==> config.mk <==
export PLATFORM = sky130hd
export DESIGN_NAME = azn_front
export DESIGN_NICKNAME = d
export VERILOG_FILES = /design/src/hw/rtl/azn_pkg.sv /design/src/hw/rtl/azn_front.sv
export SDC_FILE = /design/constraint.sdc
export NUM_CORES = 2
export LEC_CHECK = 0
export BUFFER_PORTS_ARGS = -buffer_cell sky130_fd_sc_hd__buf_2
export CAP_MARGIN = 10
export CORE_AREA = 2 2 281 283
export CTS_CLUSTER_DIAMETER = 120
export DETAILED_ROUTE_END_ITERATION = 8
export DIE_AREA = 0 0 283 285
export PLACE_DENSITY_LB_ADDON = 0.25
export SYNTH_ARGS = -nofsm -noshare
export SYNTH_HDL_FRONTEND = slang
export SYNTH_SLANG_ARGS = --single-unit
==> constraint.sdc <==
create_clock -name clk -period 6.73 [get_ports clk]
set_clock_uncertainty 0.1 [all_clocks]
set_input_delay 1.346 -clock clk [delete_from_list [all_inputs] [get_ports clk]]
set_output_delay 1.346 -clock clk [all_outputs]
set_load 0.02 [all_outputs]
==> src/hw/rtl/azn_pkg.sv <==
`default_nettype none

package azn_pkg;

    localparam int AXIS_W       = 16;
    localparam int DEG_W        = 8;
    localparam int IDX_W        = 7;
    localparam int SEARCH_STEPS = 7;
    localparam int TAB_LAST     = 90;
    localparam int FRAC_W       = 32;

    localparam logic [DEG_W-1:0] DEG_NONE      = 8'd0;
    localparam logic [DEG_W-1:0] DEG_RIGHT     = 8'd90;
    localparam logic [DEG_W-1:0] DEG_HALF_TURN = 8'd180;

    localparam logic [63:0] Q31_ONE     = 64'd2147483648;
    localparam logic [63:0] COS_ONE_Q31 = 64'd2147156576;
    localparam logic [63:0] SIN_ONE_Q31 = 64'd37478757;
    localparam logic [63:0] Q31_HALF    = 64'd1073741824;

    // cos^2(d deg) in Q32; entry 0 stands for 1.0 and is handled as a shift
    typedef logic [FRAC_W-1:0] cos_sq_tab_t [0:TAB_LAST];

    typedef struct packed {
        logic vec_zero;
        logic z_zero;
        logic z_neg;
    } azn_flags_t;

    function automatic cos_sq_tab_t build_cos_sq();
        cos_sq_tab_t tab;
        logic [63:0] c;
        logic [63:0] s;
        logic [63:0] nc;
        logic [63:0] ns;
        logic [63:0] sq64;
        logic [63:0] cq [0:45];
        logic [63:0] sn [0:45];
        c = Q31_ONE;
        s = '0;
        cq[0] = c;
        sn[0] = s;
        for (int k = 1; k <= 45; k++)
        begin
            nc = (c * COS_ONE_Q31 - s * SIN_ONE_Q31 + Q31_HALF) >> 31;
            ns = (s * COS_ONE_Q31 + c * SIN_ONE_Q31 + Q31_HALF) >> 31;
            c = nc;
            s = ns;
            cq[k] = c;
            sn[k] = s;
        end
        for (int k = 0; k <= 45; k++)
        begin
            sq64 = cq[k] * cq[k];
            tab[k] = sq64[61:30];
        end
        for (int k = 46; k <= TAB_LAST; k++)
        begin
            sq64 = sn[TAB_LAST-k] * sn[TAB_LAST-k];
            tab[k] = sq64[61:30];
        end
        tab[0]        = '0;
        tab[30]       = 32'hC000_0000;
        tab[45]       = 32'h8000_0000;
        tab[60]       = 32'h4000_0000;
        tab[TAB_LAST] = '0;
        return tab;
    endfunction

    localparam cos_sq_tab_t COS_SQ_Q32 = build_cos_sq();

endpackage

`default_nettype wire

==> src/hw/rtl/azn_front.sv <==
`default_nettype none

// Magnitudes, squares and |v|^2 in three stages.
module azn_front #(
    parameter int SB = 16
) (
    input  logic                          clk,
    input  logic                          rst_n,
    input  logic                          in_valid,
    output logic                          in_ready,
    input  logic [azn_pkg::AXIS_W-1:0]    x_sample,
    input  logic [azn_pkg::AXIS_W-1:0]    y_sample,
    input  logic [azn_pkg::AXIS_W-1:0]    z_sample,
    output logic                          out_valid,
    input  logic                          out_ready,
    output logic [2*SB-1:0]               r2,
    output logic [2*SB-2:0]               z2,
    output azn_pkg::azn_flags_t           flags
);

    localparam int MAG_W = SB;
    localparam int SQ_W  = 2*SB-1;
    localparam int R2_W  = 2*SB;

    function automatic logic [MAG_W-1:0] mag_of(input logic [azn_pkg::AXIS_W-1:0] raw);
        logic [MAG_W-1:0] f;
        f = raw[MAG_W-1:0];
        return f[MAG_W-1] ? MAG_W'(~f + 1'b1) : f;
    endfunction

    logic v1_reg, v2_reg, v3_reg;
    logic rdy1, rdy2, rdy3;

    logic [MAG_W-1:0] xm_reg, ym_reg, zm_reg;
    logic [MAG_W-1:0] xm_next, ym_next, zm_next;
    azn_pkg::azn_flags_t f1_reg, f1_next, f2_reg, f3_reg;
    logic [SQ_W-1:0] x2_reg, y2_reg, z2a_reg, z2b_reg;
    logic [SQ_W-1:0] x2_next, y2_next, z2_next;
    logic [R2_W-1:0] r2_reg, r2_next;

    assign rdy3     = !v3_reg || out_ready;
    assign rdy2     = !v2_reg || rdy3;
    assign rdy1     = !v1_reg || rdy2;
    assign in_ready = rdy1;

    always_comb
    begin
        xm_next = mag_of(x_sample);
        ym_next = mag_of(y_sample);
        zm_next = mag_of(z_sample);
        f1_next.z_neg    = z_sample[SB-1];
        f1_next.z_zero   = (zm_next == '0);
        f1_next.vec_zero = (xm_next == '0) && (ym_next == '0) && (zm_next == '0);
        x2_next = SQ_W'(xm_reg) * SQ_W'(xm_reg);
        y2_next = SQ_W'(ym_reg) * SQ_W'(ym_reg);
        z2_next = SQ_W'(zm_reg) * SQ_W'(zm_reg);
        r2_next = R2_W'(x2_reg) + R2_W'(y2_reg) + R2_W'(z2a_reg);
    end

    always_ff @(posedge clk or negedge rst_n)
    begin
        if (!rst_n)
        begin
            v1_reg <= 1'b0;
            v2_reg <= 1'b0;
            v3_reg <= 1'b0;
        end
        else
        begin
            if (rdy1) v1_reg <= in_valid;
            if (rdy2) v2_reg <= v1_reg;
            if (rdy3) v3_reg <= v2_reg;
        end
    end

    always_ff @(posedge clk)
    begin
        if (rdy1)
        begin
            xm_reg <= xm_next;
            ym_reg <= ym_next;
            zm_reg <= zm_next;
            f1_reg <= f1_next;
        end
        if (rdy2)
        begin
            x2_reg  <= x2_next;
            y2_reg  <= y2_next;
            z2a_reg <= z2_next;
            f2_reg  <= f1_reg;
        end
        if (rdy3)
        begin
            r2_reg  <= r2_next;
            z2b_reg <= z2a_reg;
            f3_reg  <= f2_reg;
        end
    end

    assign out_valid = v3_reg;
    assign r2        = r2_reg;
    assign z2        = z2b_reg;
    assign flags     = f3_reg;

endmodule

`default_nettype wire

# ---- Word-level counts from Yosys, hierarchy flattened
# Index checks and enable logic that the tools add are counted.
dict set report classes {
  n_mul 3
  bitwise 3
  n_reduce_logical 11
  mux 3
  add_sub_neg 5
}
# operator count
set ops {}
lappend ops {{multiplier 16 x 16 -> 31 bit} 3}
lappend ops {{adder 16 x 1 -> 16 bit, second input constant} 3}
lappend ops {{logical NOT 16 bit} 3}
lappend ops {{2-to-1 mux 16 bit} 3}
lappend ops {{inverter 16 bit} 3}
lappend ops {{adder 31 x 31 -> 32 bit} 1}
lappend ops {{adder 32 x 31 -> 32 bit} 1}
lappend ops {{logical NOT 1 bit} 3}
lappend ops {{logical OR 1 bit} 3}
lappend ops {{logical AND 1 bit} 2}
dict set report word_totals {
  inputBits 52
  output_inout_bits 68
  regBits 216
  wordCells 45
}

# ---- Logic depth before layout (Yosys ltp)
dict set report depth {
  word_depth 6
  mapped_depth 25
}

# ---- Worst setup path before layout
# OpenSTA, ideal clock, no wires.
dict set report synth_timing {
  path_type {reg2reg}
  start {register xm_reg[9]}
  end {register x2_reg[29] (data pin)}
  slack_ps 112
  path_buffers 1
  arrival_time_ps 6247
  t_required_ps 6359
  stages_incl_launch_ff 26
  path_cell_list {edfxtp_1 -> clkbuf_1 -> nand2_1 -> inv_1 -> fa_1 -> inv_1 -> fa_1 -> inv_1 -> fa_1 -> inv_1 -> fa_1 -> inv_1 -> fa_1 -> inv_1 -> fa_1 -> inv_1 -> ha_1 -> a21o_1 -> a21o_1 -> a311oi_1 -> nor3_1 -> a2111oi_0 -> o21bai_1 -> a41oi_1 -> mux2i_1 -> o2111ai_1}
}
dict set report synth_between {
  elab_chain_cells 1
}
# item line_no
set synth_rtl {}
lappend synth_rtl {{from (decl)} azn_front.sv:34} ;# logic [MAG_W-1:0] xm_reg, ym_reg, zm_reg;
lappend synth_rtl {{from (signal assigned)} azn_front.sv:80} ;# xm_reg <= xm_next;
lappend synth_rtl {{multiplier 16 x 16 -> 31 bit} azn_front.sv:54} ;# x2_next = SQ_W'(xm_reg) * SQ_W'(xm_reg);
lappend synth_rtl {{net x2_next[29]} azn_front.sv:38} ;# logic [SQ_W-1:0] x2_next, y2_next, z2_next;
lappend synth_rtl {{to (signal assigned)} azn_front.sv:87} ;# x2_reg <= x2_next;
lappend synth_rtl {{to (decl)} azn_front.sv:37} ;# logic [SQ_W-1:0] x2_reg, y2_reg, z2a_reg, z2b_reg;
# The timed path passes the listed nets, and every way through them passes these cells.
# A chain may end at the register's enable or synchronous reset.

# ---- Worst setup path after layout
dict set report layout_timing {
  start {register xm_reg[8]}
  end {register x2_reg[30] (data pin)}
}
# The elaborated chain is that of the path after synthesis.

==> results.yml <==
floorplan:
  core-area_sq_um: 78000
  start_util_pct: 39.5
  rows: 103
  ios: 120
  die-width_microns: 283
  fp.dieH_microns: 285
  dieArea_sq_um: 80700
grt:
  grt_first_pass_wirelength_microns: 117000
  overflow: 0
  grt_usage_pct: 18.6
  antenna_found_initial: 0
  grt_max_degree: 61
  grt_pass1_vias: 21364
synth:
  yosysSeqAreaShare_pct: 20.6
  synth_area_per_cell_sq_um: 10.2
  synth.distinct_cells: 68
  synth_cells: 3017
  synth_top_area_share_pct: 33.6
  synth.area.top_cells: "fa_1, edfxtp_1, ha_1"
  synth_largest_area_cell: "fa_1"
  synth.cell_area_sq_um: 30800
  yosys_most_used_dff: "edfxtp_1"
  async_reset_ff_share_pct: 1.42
  ys_warn_count: 0
  synth-edff-count: 209
  ys_ff_latch: 212
cts:
  holdBufCountCts: 0
  cts_root_buf: "clkbuf_16"
  clk_latency_ns: 0.62
  tritoncts: "yes"
  htreeDepth: 1
  cts_buffers: 29
  path_clk_slew_ns: 0.07
  cts_buffer_depth: 3
  cts.sinks: 212
sta:
  timing.fmax_ghz: 0.154
  layout_setup_ws_ns: 0.246
  fin_crit_ns: 6.48
  finalCritPeriodShare_pct: 96.3
  slew_violations: 0
  maxSlewHeadroom_pct: 19.8
  worstMarginPinSlew_ns: 1.19
  setup_violations: 0
  hold_viol: 0
route:
  vias: 20473
  initialDrtViolationCount: 995
  route.detailed.drc: 0
  ant_nets: 0
  highest_layer: "met4"
  met2_length_microns: 35600
  drt_first_pass_iters: 5
  drt-wirelength-per-cell_microns: 17.0
  met3_length_microns: 3470
  routed_via_density: 4.79
  routed_wl_microns: 72900
  wl_met1_microns: 32100
layout:
  fin_nets: 4101
  layout_common_cells: "inv_1, fa_1, ha_1, nand2_1, edfxtp_1"
  synthToLayoutAreaGrowth_pct: 11.5
  layout_commonest_cell: "inv_1"
  largest_reg_flops: 32
  layout-drive-gt1-share_pct: 10.0
  multi_input_area_sq_um: 21600
  nFillCells: 7450
  seq_area_sq_um: 6350
setup_path:
  required_ns: 6.97
  slowest_delay_ns: 0.54
  worstSetupPathType: "register to register"
  crit_slowest_cell: "fa_1"
  worst_setup_path_start_kind: "register"
  arrival_ns: 6.72
  crit_path_end_kind: "register"
  crit_path_cell_trace: "and2_4 > fa_1 > inv_1 > fa_1 > inv_1 > fa_1 > inv_1 > fa_1 > inv_1 > fa_1 > inv_1 > fa_1 > inv_1 > ha_1 > a21o_1 > a21o_1 > a221o_1 > a221oi_4 > o21ai_2 > a211o_1 > a21oi_1 > xor2_1"
  worstPathMaxFanout: 4
hold_path:
  holdCritPathClass: "register to register"
placement:
  dp_hpwl_microns: 61300
  post-place-ws_ns: -0.122
  gp_congestion: 0.869
  io_buffer_count: 118
run_status:
  status: "finished, final reports clean"
flow_run:
  max-cap-violations: 0
[cells by family after synthesis]
logic type               after synthesis  share of synthesized area [%]
buffers and inverters                798                           9.75
other                                  1                         0.0122
AO/OA/AOI/OAI                        322                           6.85
flip-flops                           212                           20.6
adder cells (fa/ha/maj)              846                           47.0
multiplexers                           5                          0.175
XOR/XNOR                             175                           4.98
AND/OR/NAND/NOR                      658                           10.6
[cell usage after synthesis, drive strengths merged, types with 7 or more instances]
| cell | n |
|---|---|
| a31o | 7 |
| or2 | 13 |
| nand3 | 27 |
| nor4 | 8 |
| nor2b | 19 |
| o21a | 14 |
| a21o | 57 |
| nand2b | 20 |
| or3 | 9 |
| nand4 | 7 |
| and3 | 15 |
| o21bai | 12 |
| a21oi | 93 |
| xor2 | 40 |
| o21ai | 55 |
| fa | 517 |
| xnor2 | 135 |
| nor3 | 14 |
| a211oi | 10 |
| edfxtp | 209 |
| nor2 | 105 |
| ha | 329 |
| a31oi | 11 |
| o31ai | 11 |
| inv | 731 |
| and2 | 144 |
| clkbuf | 65 |
| nand2 | 251 |
| o41ai | 7 |
[cell type report]
| class | count | area share, % |
|---|---|---|
| clock inverters | 23 | 0.689 |
| well taps | 1050 | 3.83 |
| repair buffers | 219 | 4.00 |
| inverters | 731 | 8.00 |
| multi-input cells | 2010 | 62.8 |
| diodes | 1 | 0.00729 |
| clock buffers | 30 | 2.13 |
| flip-flops and latches | 212 | 18.5 |
[worst paths after layout]
check | end | startpoint | cells past startpoint | slack [ns]
worst max register to register | x2_reg[30]$_DFFE_PP_ | xm_reg[8]$_DFFE_PP_ | 22 | 0.25
worst min register to register | flags[1]$_DFFE_PP_ | f2_reg[1]$_DFFE_PP_ | 0 | 0.31
min in group asynchronous | out_valid$_DFFE_PN0P_ | rst_n | 1 | 0.45
worst max-delay path | x2_reg[30]$_DFFE_PP_ | xm_reg[8]$_DFFE_PP_ | 22 | 0.25
max in group asynchronous | v2_reg$_DFFE_PN0P_ | rst_n | 1 | 5.97
worst min-delay path | flags[1]$_DFFE_PP_ | f2_reg[1]$_DFFE_PP_ | 0 | 0.31
[repair_timing]
item	4_1_cts	5_1_grt
setup endpoints to repair	2	18
pin swaps	0	10
buffers inserted	0	21
cloned	0	0
gates resized for setup	1	33
[metal layers]
| metal | track usage, % | up-vias |
|---|---|---|
| met2 | 31.7 | 397 |
| met1 | 25.2 | 10171 |
| li1 | - | 9836 |
| met4 | 3.95 | 0 |
| met3 | 2.59 | 69 |
| met5 | 0 | - |
[critical path: cells and delay by family, from the launching register on]
family / cells / cell delay, ns
adders and majority gates: 7 / 3.31
AOI/OAI and AO/OA: 7 / 1.78
DFF: 1 / 0.44
buffers and inverters: 6 / 0.31
and+or+nand+nor: 1 / 0.20
xor gates and xnor gates: 1 / 0.09
[per-stage QoR]
stage	cells	area, sq um	setup TNS [ns]	util, %	hold WS [ns]
finish	4276	34300	0	44.0	0.306
global route	4275	34300	-0.0181	44.0	0.328
CTS	4254	34000	0	43.6	0.321
detailed placement	4201	33000	-0.122	42.4	0.307
global placement	4201	33000	-0.0452	42.4	0.303
floorplan	3020	30800	0	-	0.300
Power is left out: the tool's default activity adds up to more than one toggle a clock period on the data nets, which glitch-free logic cannot reach.
