[src/hw/rtl/azn_pkg.sv]
`default_nettype none

package azn_pkg;

    localparam int AXIS_W       = 16;
    localparam int DEG_W        = 8;
    localparam int IDX_W        = 7;
    localparam int SEARCH_STEPS = 7;
    localparam int TAB_LAST     = 90;
    localparam int FRAC_W       = 32;

    localparam logic [DEG_W-1:0] DEG_NONE      = 8'd0;
    localparam logic [DEG_W-1:0] DEG_RIGHT     = 8'd90;
    localparam logic [DEG_W-1:0] DEG_HALF_TURN = 8'd180;

    localparam logic [63:0] Q31_ONE     = 64'd2147483648;
    localparam logic [63:0] COS_ONE_Q31 = 64'd2147156576;
    localparam logic [63:0] SIN_ONE_Q31 = 64'd37478757;
    localparam logic [63:0] Q31_HALF    = 64'd1073741824;

    // cos^2(d deg) in Q32; entry 0 stands for 1.0 and is handled as a shift
    typedef logic [FRAC_W-1:0] cos_sq_tab_t [0:TAB_LAST];

    typedef struct packed {
        logic vec_zero;
        logic z_zero;
        logic z_neg;
    } azn_flags_t;

    function automatic cos_sq_tab_t build_cos_sq();
        cos_sq_tab_t tab;
        logic [63:0] c;
        logic [63:0] s;
        logic [63:0] nc;
        logic [63:0] ns;
        logic [63:0] sq64;
        logic [63:0] cq [0:45];
        logic [63:0] sn [0:45];
        c = Q31_ONE;
        s = '0;
        cq[0] = c;
        sn[0] = s;
        for (int k = 1; k <= 45; k++)
        begin
            nc = (c * COS_ONE_Q31 - s * SIN_ONE_Q31 + Q31_HALF) >> 31;
            ns = (s * COS_ONE_Q31 + c * SIN_ONE_Q31 + Q31_HALF) >> 31;
            c = nc;
            s = ns;
            cq[k] = c;
            sn[k] = s;
        end
        for (int k = 0; k <= 45; k++)
        begin
            sq64 = cq[k] * cq[k];
            tab[k] = sq64[61:30];
        end
        for (int k = 46; k <= TAB_LAST; k++)
        begin
            sq64 = sn[TAB_LAST-k] * sn[TAB_LAST-k];
            tab[k] = sq64[61:30];
        end
        tab[0]        = '0;
        tab[30]       = 32'hC000_0000;
        tab[45]       = 32'h8000_0000;
        tab[60]       = 32'h4000_0000;
        tab[TAB_LAST] = '0;
        return tab;
    endfunction

    localparam cos_sq_tab_t COS_SQ_Q32 = build_cos_sq();

endpackage

`default_nettype wire

[src/hw/rtl/azn_cell.sv]
`default_nettype none

// One step of the bisection over the cos^2 table: fetch, multiply, compare.
// acc counts table entries the vector's angle is not short of.
module azn_cell #(
    parameter int SB   = 16,
    parameter int STEP = 0
) (
    input  logic                          clk,
    input  logic                          rst_n,
    input  logic                          in_valid,
    output logic                          in_ready,
    input  logic [2*SB-1:0]               r2_in,
    input  logic [2*SB-2:0]               z2_in,
    input  azn_pkg::azn_flags_t           flags_in,
    input  logic [azn_pkg::IDX_W-1:0]     acc_in,
    output logic                          out_valid,
    input  logic                          out_ready,
    output logic [2*SB-1:0]               r2_out,
    output logic [2*SB-2:0]               z2_out,
    output azn_pkg::azn_flags_t           flags_out,
    output logic [azn_pkg::IDX_W-1:0]     acc_out
);

    localparam int R2_W  = 2*SB;
    localparam int Z2_W  = 2*SB-1;
    localparam int FW    = azn_pkg::FRAC_W;
    localparam int P_W   = R2_W + FW;
    localparam int IW    = azn_pkg::IDX_W;
    localparam logic [IW-1:0] STEP_BIT = IW'(1) << STEP;
    localparam logic [IW-1:0] IDX_LAST = IW'(azn_pkg::TAB_LAST);

    logic va_reg, vb_reg, vc_reg;
    logic ra, rb, rc;

    logic [IW-1:0] cand_next, idx;
    logic          chk_next, one_next;
    logic [FW-1:0] c2_next;

    logic [R2_W-1:0] r2_a_reg, r2_b_reg, r2_c_reg;
    logic [Z2_W-1:0] z2_a_reg, z2_b_reg, z2_c_reg;
    azn_pkg::azn_flags_t fl_a_reg, fl_b_reg, fl_c_reg;
    logic [IW-1:0]   acc_a_reg, acc_b_reg, acc_c_reg, acc_next;
    logic [IW-1:0]   cand_a_reg, cand_b_reg;
    logic            chk_a_reg, chk_b_reg, one_a_reg;
    logic [FW-1:0]   c2_a_reg;
    logic [P_W-1:0]  prod_reg, prod_next;
    logic [P_W-1:0]  z2s;
    logic            passed;

    assign rc       = !vc_reg || out_ready;
    assign rb       = !vb_reg || rc;
    assign ra       = !va_reg || rb;
    assign in_ready = ra;

    always_comb
    begin
        cand_next = acc_in | STEP_BIT;
        idx       = cand_next - 1'b1;
        chk_next  = (idx <= IDX_LAST);
        one_next  = (idx == '0);
        c2_next   = chk_next ? azn_pkg::COS_SQ_Q32[idx] : '0;

        // entry 0 is exactly 1.0
        if (one_a_reg)
            prod_next = {r2_a_reg, FW'(0)};
        else
            prod_next = r2_a_reg * c2_a_reg;

        // angle lies short of the tested entry; on the negative side equality counts
        z2s = {1'b0, z2_b_reg, FW'(0)};
        if (fl_b_reg.z_neg)
            passed = (z2s >= prod_reg);
        else
            passed = (z2s > prod_reg);
        acc_next = (chk_b_reg && !passed) ? cand_b_reg : acc_b_reg;
    end

    always_ff @(posedge clk or negedge rst_n)
    begin
        if (!rst_n)
        begin
            va_reg <= 1'b0;
            vb_reg <= 1'b0;
            vc_reg <= 1'b0;
        end
        else
        begin
            if (ra) va_reg <= in_valid;
            if (rb) vb_reg <= va_reg;
            if (rc) vc_reg <= vb_reg;
        end
    end

    always_ff @(posedge clk)
    begin
        if (ra)
        begin
            r2_a_reg   <= r2_in;
            z2_a_reg   <= z2_in;
            fl_a_reg   <= flags_in;
            acc_a_reg  <= acc_in;
            cand_a_reg <= cand_next;
            chk_a_reg  <= chk_next;
            one_a_reg  <= one_next;
            c2_a_reg   <= c2_next;
        end
        if (rb)
        begin
            r2_b_reg   <= r2_a_reg;
            z2_b_reg   <= z2_a_reg;
            fl_b_reg   <= fl_a_reg;
            acc_b_reg  <= acc_a_reg;
            cand_b_reg <= cand_a_reg;
            chk_b_reg  <= chk_a_reg;
            prod_reg   <= prod_next;
        end
        if (rc)
        begin
            r2_c_reg  <= r2_b_reg;
            z2_c_reg  <= z2_b_reg;
            fl_c_reg  <= fl_b_reg;
            acc_c_reg <= acc_next;
        end
    end

    assign out_valid = vc_reg;
    assign r2_out    = r2_c_reg;
    assign z2_out    = z2_c_reg;
    assign flags_out = fl_c_reg;
    assign acc_out   = acc_c_reg;

endmodule

`default_nettype wire

[config.mk]
export PLATFORM = sky130hd
export DESIGN_NAME = azn_cell
export DESIGN_NICKNAME = d
export VERILOG_FILES = /design/src/hw/rtl/azn_pkg.sv /design/src/hw/rtl/azn_cell.sv
export SDC_FILE = /design/constraint.sdc
export NUM_CORES = 2
export LEC_CHECK = 0
export ABC_CLOCK_PERIOD_IN_PS = 6970
export BUFFER_PORTS_ARGS = -buffer_cell sky130_fd_sc_hd__buf_2
export CORE_MARGIN = 1.5
export CORE_UTILIZATION = 45
export DETAILED_ROUTE_END_ITERATION = 8
export PLACE_DENSITY_LB_ADDON = 0.2
export SLEW_MARGIN = 20
export SYNTH_ARGS = -nofsm -noshare
export SYNTH_HDL_FRONTEND = slang
export SYNTH_SLANG_ARGS = --single-unit
[constraint.sdc]
create_clock -name clk -period 6.97 [get_ports clk]
set_clock_uncertainty 0.05 [all_clocks]
set_input_delay 0.697 -clock clk [delete_from_list [all_inputs] [get_ports clk]]
set_output_delay 0.697 -clock clk [all_outputs]
set_load 0.01 [all_outputs]
After elaboration in Yosys (flattened, before gate mapping)
Memories as Yosys holds them, arrays and structs flattened. A register that Yosys moved wholly into a read port is not among the register bits.
Cells that the tools add are included.
{ "totals": {"regBits": 301, "romBits": 4096, "in_bits": 77, "output_inout_bits": 75, "elab_cells": 49, "n_memories": 1} }
{ "mem_list": {"columns": ["memory", "depth", "width", "rd", "rd_clocked_by_memory_dff", "wr", "line_no", "rtl"], "rows": [
  ["(no name shown)", 128, 32, 1, 1, 0, "azn_cell.sv:62", "c2_next = chk_next ? azn_pkg::COS_SQ_Q32[idx] : '0;"]
]} }
{ "op_classes": {"addsub": 1, "n_mul": 1, "magnitude_cmp": 3, "muxes": 3, "bitwise_logic": 1, "n_reduce_logical": 10} }
{ "op_table": {"columns": ["operator", "count"], "rows": [
  ["63-bit by 64-bit greater-or-equal comparator with 1-bit output", 1],
  ["63-bit by 64-bit greater-than comparator with 1-bit output", 1],
  ["32-bit by 32-bit multiplier with 64-bit output", 1],
  ["64-bit 2-to-1 mux", 1],
  ["7-bit NOT with 8-bit output", 1],
  ["7-bit <= comparator, second input constant", 1],
  ["7-bit zero test", 1],
  ["7-bit 2-to-1 mux", 1],
  ["7-bit by 1-bit subtractor with 7-bit output, second input constant", 1],
  ["1-bit zero test", 5],
  ["1-bit logical OR", 3],
  ["1-bit logical AND", 1],
  ["1-bit 2-to-1 mux", 1]
]} }

Depth between registers and ports, before layout
{ "logic_depth": {"ltp_word": 5, "ltp_mapped": 30, "depth_no_buf": 28} }

Least setup slack after synthesis
No wires, ideal clock.
{ "synth_timing": {"path_type": "flip-flop to flip-flop", "start": "register r2_a_reg[16]", "end": "register prod_reg[63], data pin", "setup_ps": 260, "arrival_ps": 7051, "required_time_ps": 6660, "slack_ps": -391, "stages_incl_launch_ff": 27, "n_path_buf": 2, "synth_period_minus_slack_ps": 7361, "cell_sequence": "edfxtp_1 -> clkbuf_1 -> and2_1 -> fa_1 -> fa_1 -> inv_1 -> fa_1 -> fa_1 -> fa_1 -> inv_1 -> fa_1 -> fa_1 -> inv_1 -> fa_1 -> inv_1 -> ha_1 -> buf_2 -> a21oi_2 -> o21bai_1 -> a21o_1 -> or3b_1 -> o21ai_2 -> o31ai_4 -> o21ai_1 -> o21ai_1 -> xnor2_1 -> mux2_2"} }
{ "synth_via": {"elab_chain_cells": 2} }
{ "synth_lines": {"columns": ["item", "line_no", "rtl"], "rows": [
  ["from (decl)", "azn_cell.sv:40", "logic [R2_W-1:0] r2_a_reg, r2_b_reg, r2_c_reg;"],
  ["from (signal assigned)", "azn_cell.sv:99", "r2_a_reg <= r2_in;"],
  ["32-bit by 32-bit multiplier with 64-bit output", "azn_cell.sv:68", "prod_next = r2_a_reg * c2_a_reg;"],
  ["64-bit 2-to-1 mux", "azn_cell.sv:65", "if (one_a_reg)"],
  ["net prod_next[63]", "azn_cell.sv:47", "logic [P_W-1:0] prod_reg, prod_next;"],
  ["to (signal assigned)", "azn_cell.sv:116", "prod_reg <= prod_next;"],
  ["to (decl)", "azn_cell.sv:47", null]
]} }
The timed path passes the listed nets, and every way through them passes these cells.
A chain may end at the register's enable or synchronous reset.

Worst setup path in the final report
{ "layout_timing": {"start": "register c2_a_reg[11]", "end": "register prod_reg[61], data pin"} }
{ "layout_via": {"elab_chain_cells": 2} }
{ "layout_lines": {"columns": ["item", "line_no", "rtl"], "rows": [
  ["from (decl)", "azn_cell.sv:46", "logic [FW-1:0] c2_a_reg;"],
  ["32-bit by 32-bit multiplier with 64-bit output", "azn_cell.sv:68", null],
  ["64-bit 2-to-1 mux", "azn_cell.sv:65", null],
  ["net prod_next[61]", "azn_cell.sv:47", null]
]} }
The timed path passes the listed nets, and every way through them passes these cells.

==> flow_results.org <==
** Synth
- Biggest area contributors in the synthesized netlist :: sky130_fd_sc_hd__fa_1, sky130_fd_sc_hd__edfxtp_1, sky130_fd_sc_hd__ha_1
- Yosys warning count :: 0
- Counting flops and latches in the post-synthesis netlist gives roughly 320.
- Proportion of synthesized area in mux cells :: less than 1%
- Mapped Avg Cell Area :: 9.97 sq um
- Share of synthesized cell area in full adder, half adder and majority cells :: 46.9%
- Top FF cell, synth :: sky130_fd_sc_hd__edfxtp_1
- The synthesized netlist devotes about 16% of its cell area to simple gates.
- Top cell type's share of synthesized area :: around 39%
- Synth top cells by count :: sky130_fd_sc_hd__inv_1, sky130_fd_sc_hd__fa_1, sky130_fd_sc_hd__nand2_1
- Synthesized net count :: about 5.9k
- By area, the combinational part of the netlist is dominated by adder cells.
- Cells after synthesis :: 4663
- Share of synthesized area occupied by flip-flops and latches :: ~21%
- Summing every instance area after synthesis gives ~47000 sq um.
- The synthesized netlist devotes 5.84% of its cell area to compound gates.
- Of the total synthesized cell area, the portion taken by XOR and XNOR cells is approximately 1.1%.
- Synth unique cells :: 84
- Yosys instantiated no cell more often than sky130_fd_sc_hd__inv_1.
- Of all cell types, the one taking the most synthesized area is sky130_fd_sc_hd__fa_1.
- Proportion of synthesized flip-flops having asynchronous set or reset :: less than 1%
- Number of enable-type register cells in the synthesized netlist :: between 300 and 400

** Place
- Worst-case setup slack after placement :: -0.793 ns
- Area after DPL :: 51900 sq um
- The congestion estimate from routability-driven global placement came to slightly below 0.9.
- Counting tap cells, the placed design contains a total of 6333 instances.
- Count of buffers inserted at the top-level ports :: about 150
- DPL Wire Length :: between 100000 and 150000 microns

** Flow run
- Max-cap violations in this run came to 0.

** Die
- approximately 150 I/O pins were placed.
- The core region is roughly 100000 sq um.
- Initial core utilization :: 45.5%
- Die boundary width :: 324 microns
- Vertical extent of the die :: 324 microns
- The die covers 105000 sq um.
- Standard-cell row count :: between 100 and 150

** Layout
- The post-route netlist has 17.1% of its cells at a drive strength greater than 1.
- Fill cells :: between 9k and 10k
- In the final design database the tool counted between 6k and 7k nets.
- Relative to the synthesized area, the layout overhead comes to 16.9%.
- Design area :: 54400 sq um
- The finished layout holds approximately 6.4k standard cells, fillers aside.
- The register with the most flip-flops in the layout has 64 of them.

** GRT
- For this run, global-route usage on met3 was measured as around 2.3%.
- In the global route stage, met2 resource usage came out at 45.0%.
- After global routing the overflow that remains totals 0.
- The initial antenna violation count came to 5.
- The number of global-route vias before repair is approximately 36k.
- The layer flagged by global routing as most heavily used is met2.
- The first global-routing pass estimated 207000 microns of wire.
- Maximum number of pins on one net before global-route repair :: 140
- For this run, global-route usage on met1 was measured as 32.9%.
- GRT Util Overall :: roughly a quarter

** Timing
- In the post-route analysis, the smallest setup slack over all paths is -0.536 ns.
- Upper clock frequency limit :: between 100 and 150 MHz
- Tcrit/Tclk final :: 108%
- Worst rel slew slack :: between 30% and 40%
- Final setup violating endpoints :: 35
- Worst slew pin tran :: between 1 and 1.5 ns
- RSZ-0062 raised after global routing :: true
- The routed design could run at a clock period as short as about 7.5 ns.
- Hold violation count in the final report :: 0
- Max-slew violation count :: 0

** Hold path
- Hold Path Class :: in2reg
- Depth of the worst hold-timing path :: 1
- Hold path startpoint :: r2_in[22]
- Hold Crit Endpoint :: r2_a_reg[22]

** Worst setup path
- Counting both buffers and inverters, the worst setup path holds a total of 4.
- Slowest cell on the critical path :: sky130_fd_sc_hd__fa_1
- By instance count, the cell type seen most on the critical path is sky130_fd_sc_hd__fa_1.
- Peak per-stage delay on the critical path :: 0.59 ns
- STA classifies the critical path endpoint as a flip-flop.
- Arrival time at the worst endpoint :: 7.79 ns
- The critical path goes through buf_4, buf_6, and2_1, fa_1, inv_1, fa_1, fa_2, fa_1, inv_1, fa_1, fa_1, fa_1, fa_1, ha_4, a21oi_2, o21ai_1, a221o_1, a21oi_2, o21ai_2, nor3_4, o21ai_4, a41oi_2, xnor2_1, o21ai_1.
- Reg-to-reg setup timing slack :: -0.54 ns
- Reg-to-reg startpoint :: c2_a_reg[11]
- Worst Path Class, Setup :: reg2reg
- Critical R2R Capture :: prod_reg[61]
- Req. time, crit path :: approximately 7.3 ns
- Broken down by cell family, the worst path's largest delay share belongs to adder cells.
- Critical Path Start Type :: flip-flop
- Along the worst path, the maximum fanout reaches 11.
- Counting cells, the worst reg-to-reg path comes to 24.

** CTS
- CTS H-tree depth :: 2
- CTS placed an instance of sky130_fd_sc_hd__clkbuf_16 at the clock tree root.
- Clock-pin slew of the registers on the worst-case setup and hold paths :: 0.07 ns
- Clock tree synthesis inserted a total of 41 buffers.
- TritonCTS built the clock tree.
- At the later pin of the worst-skew pair, clock insertion delay measures 0.60 ns.
- Number of clock sinks :: about 320
- Max Buffers Root-to-Sink :: 3

** Routing
- Wire length per cell :: slightly above 20 microns
- After detailed routing, the number of vias per cell comes to 5.19.
- Total number of vias :: roughly 33k
- Number of DRC markers in iteration 0 :: between 2k and 2.5k
- The final layout contains routed wiring with a total length of 132000 microns.
- In this run the remaining antenna-violating nets after routing total 0.
- Drt pass-1 iters :: 5
- After detailed routing, the number of remaining DRC violations is 0.

** Outcome
- The checks that failed: negative setup slack.
- Result of the run :: finished with violations
## cell usage in the layout (no fill, tap or decap), drive strengths merged, types with 39 or more instances in the layout
master / instances
fa: 896
o21ai: 119
buf: 604
edfxtp: 318
ha: 311
inv: 915
and2: 546
nor2: 125
a21o: 55
clkbuf: 43
nand2: 613
xnor2: 39
a21oi: 135
## stage by stage
step / hold WS (ns) / TNS [ns] / utilization, %
floorplan: 0.350 / -0.465 / -
global placement: 0.350 / -15.40 / 50.8
global route: 0.211 / -17.69 / 53.2
detailed placement: 0.355 / -17.28 / 50.8
finish: 0.225 / -9.81 / 53.2
CTS: 0.183 / -10.79 / 52.7
## layout make-up
class | count | area (sq um) | share of cell area [%]
diodes | 3 | 7.51 | 0.0138
clock buffers | 43 | 1030 | 1.90
clock inverters | 31 | 234 | 0.430
inverters | 909 | 3410 | 6.27
multi-input cells | 3161 | 33300 | 61.2
flip-flops and latches | 321 | 9620 | 17.7
well taps | 1368 | 1710 | 3.15
repair buffers | 605 | 5050 | 9.29
## worst reg2reg max path: stages (launching register included)
cell,delay (ns)
sky130_fd_sc_hd__edfxtp_1,0.45
sky130_fd_sc_hd__buf_4,0.17
sky130_fd_sc_hd__buf_6,0.14
sky130_fd_sc_hd__and2_1,0.18
sky130_fd_sc_hd__fa_1,0.54
sky130_fd_sc_hd__inv_1,0.05
sky130_fd_sc_hd__fa_1,0.52
sky130_fd_sc_hd__fa_2,0.46
sky130_fd_sc_hd__fa_1,0.51
sky130_fd_sc_hd__inv_1,0.06
sky130_fd_sc_hd__fa_1,0.59
sky130_fd_sc_hd__fa_1,0.44
sky130_fd_sc_hd__fa_1,0.55
sky130_fd_sc_hd__fa_1,0.46
sky130_fd_sc_hd__ha_4,0.25
sky130_fd_sc_hd__a21oi_2,0.15
sky130_fd_sc_hd__o21ai_1,0.11
sky130_fd_sc_hd__a221o_1,0.38
sky130_fd_sc_hd__a21oi_2,0.19
sky130_fd_sc_hd__o21ai_2,0.14
sky130_fd_sc_hd__nor3_4,0.34
sky130_fd_sc_hd__o21ai_4,0.11
sky130_fd_sc_hd__a41oi_2,0.21
sky130_fd_sc_hd__xnor2_1,0.13
sky130_fd_sc_hd__o21ai_1,0.07
## metal layers
metal / wire length [microns] / share of wire [%]
met1: 53800 / 41
met2: 67600 / 51
met3: 5470 / 4.2
met4: 4870 / 3.7
met5: 0 / 0
## cell families after synthesis
group	after synthesis
AO/OA/AOI/OAI	433
XOR/XNOR	56
adder cells (fa/ha/maj)	1207
buffers and inverters	1181
flip-flops	321
multiplexers	8
AND/OR/NAND/NOR	1457
## worst max path at each step
stage | start | endpoint | slack [ns] | cells past startpoint
2_1_floorplan | r2_a_reg[22] | prod_reg[63] | -0.16 | 26
3_3_place_gp | r2_a_reg[20] | prod_reg[61] | -0.72 | 26
3_5_place_dp | r2_a_reg[20] | prod_reg[61] | -0.79 | 26
4_1_cts | r2_a_reg[15] | prod_reg[48] | -0.52 | 24
5_1_grt | r2_a_reg[15] | prod_reg[60] | -0.75 | 23
6_report | c2_a_reg[11] | prod_reg[61] | -0.54 | 24
## timing repair
| item | 4_1_cts | 5_1_grt |
|---|---|---|
| hold buffers | 1 | 0 |
| cloned | 1 | 1 |
| endpoints found under the setup margin | 42 | 44 |
| buffers inserted | 17 | 14 |
| gates resized for setup | 115 | 115 |
| hold endpoints to repair | 3 | 0 |
| pin swaps | 53 | 52 |
Power is left out: the tool's default activity adds up to more than one toggle a clock period on the data nets, which glitch-free logic cannot reach.
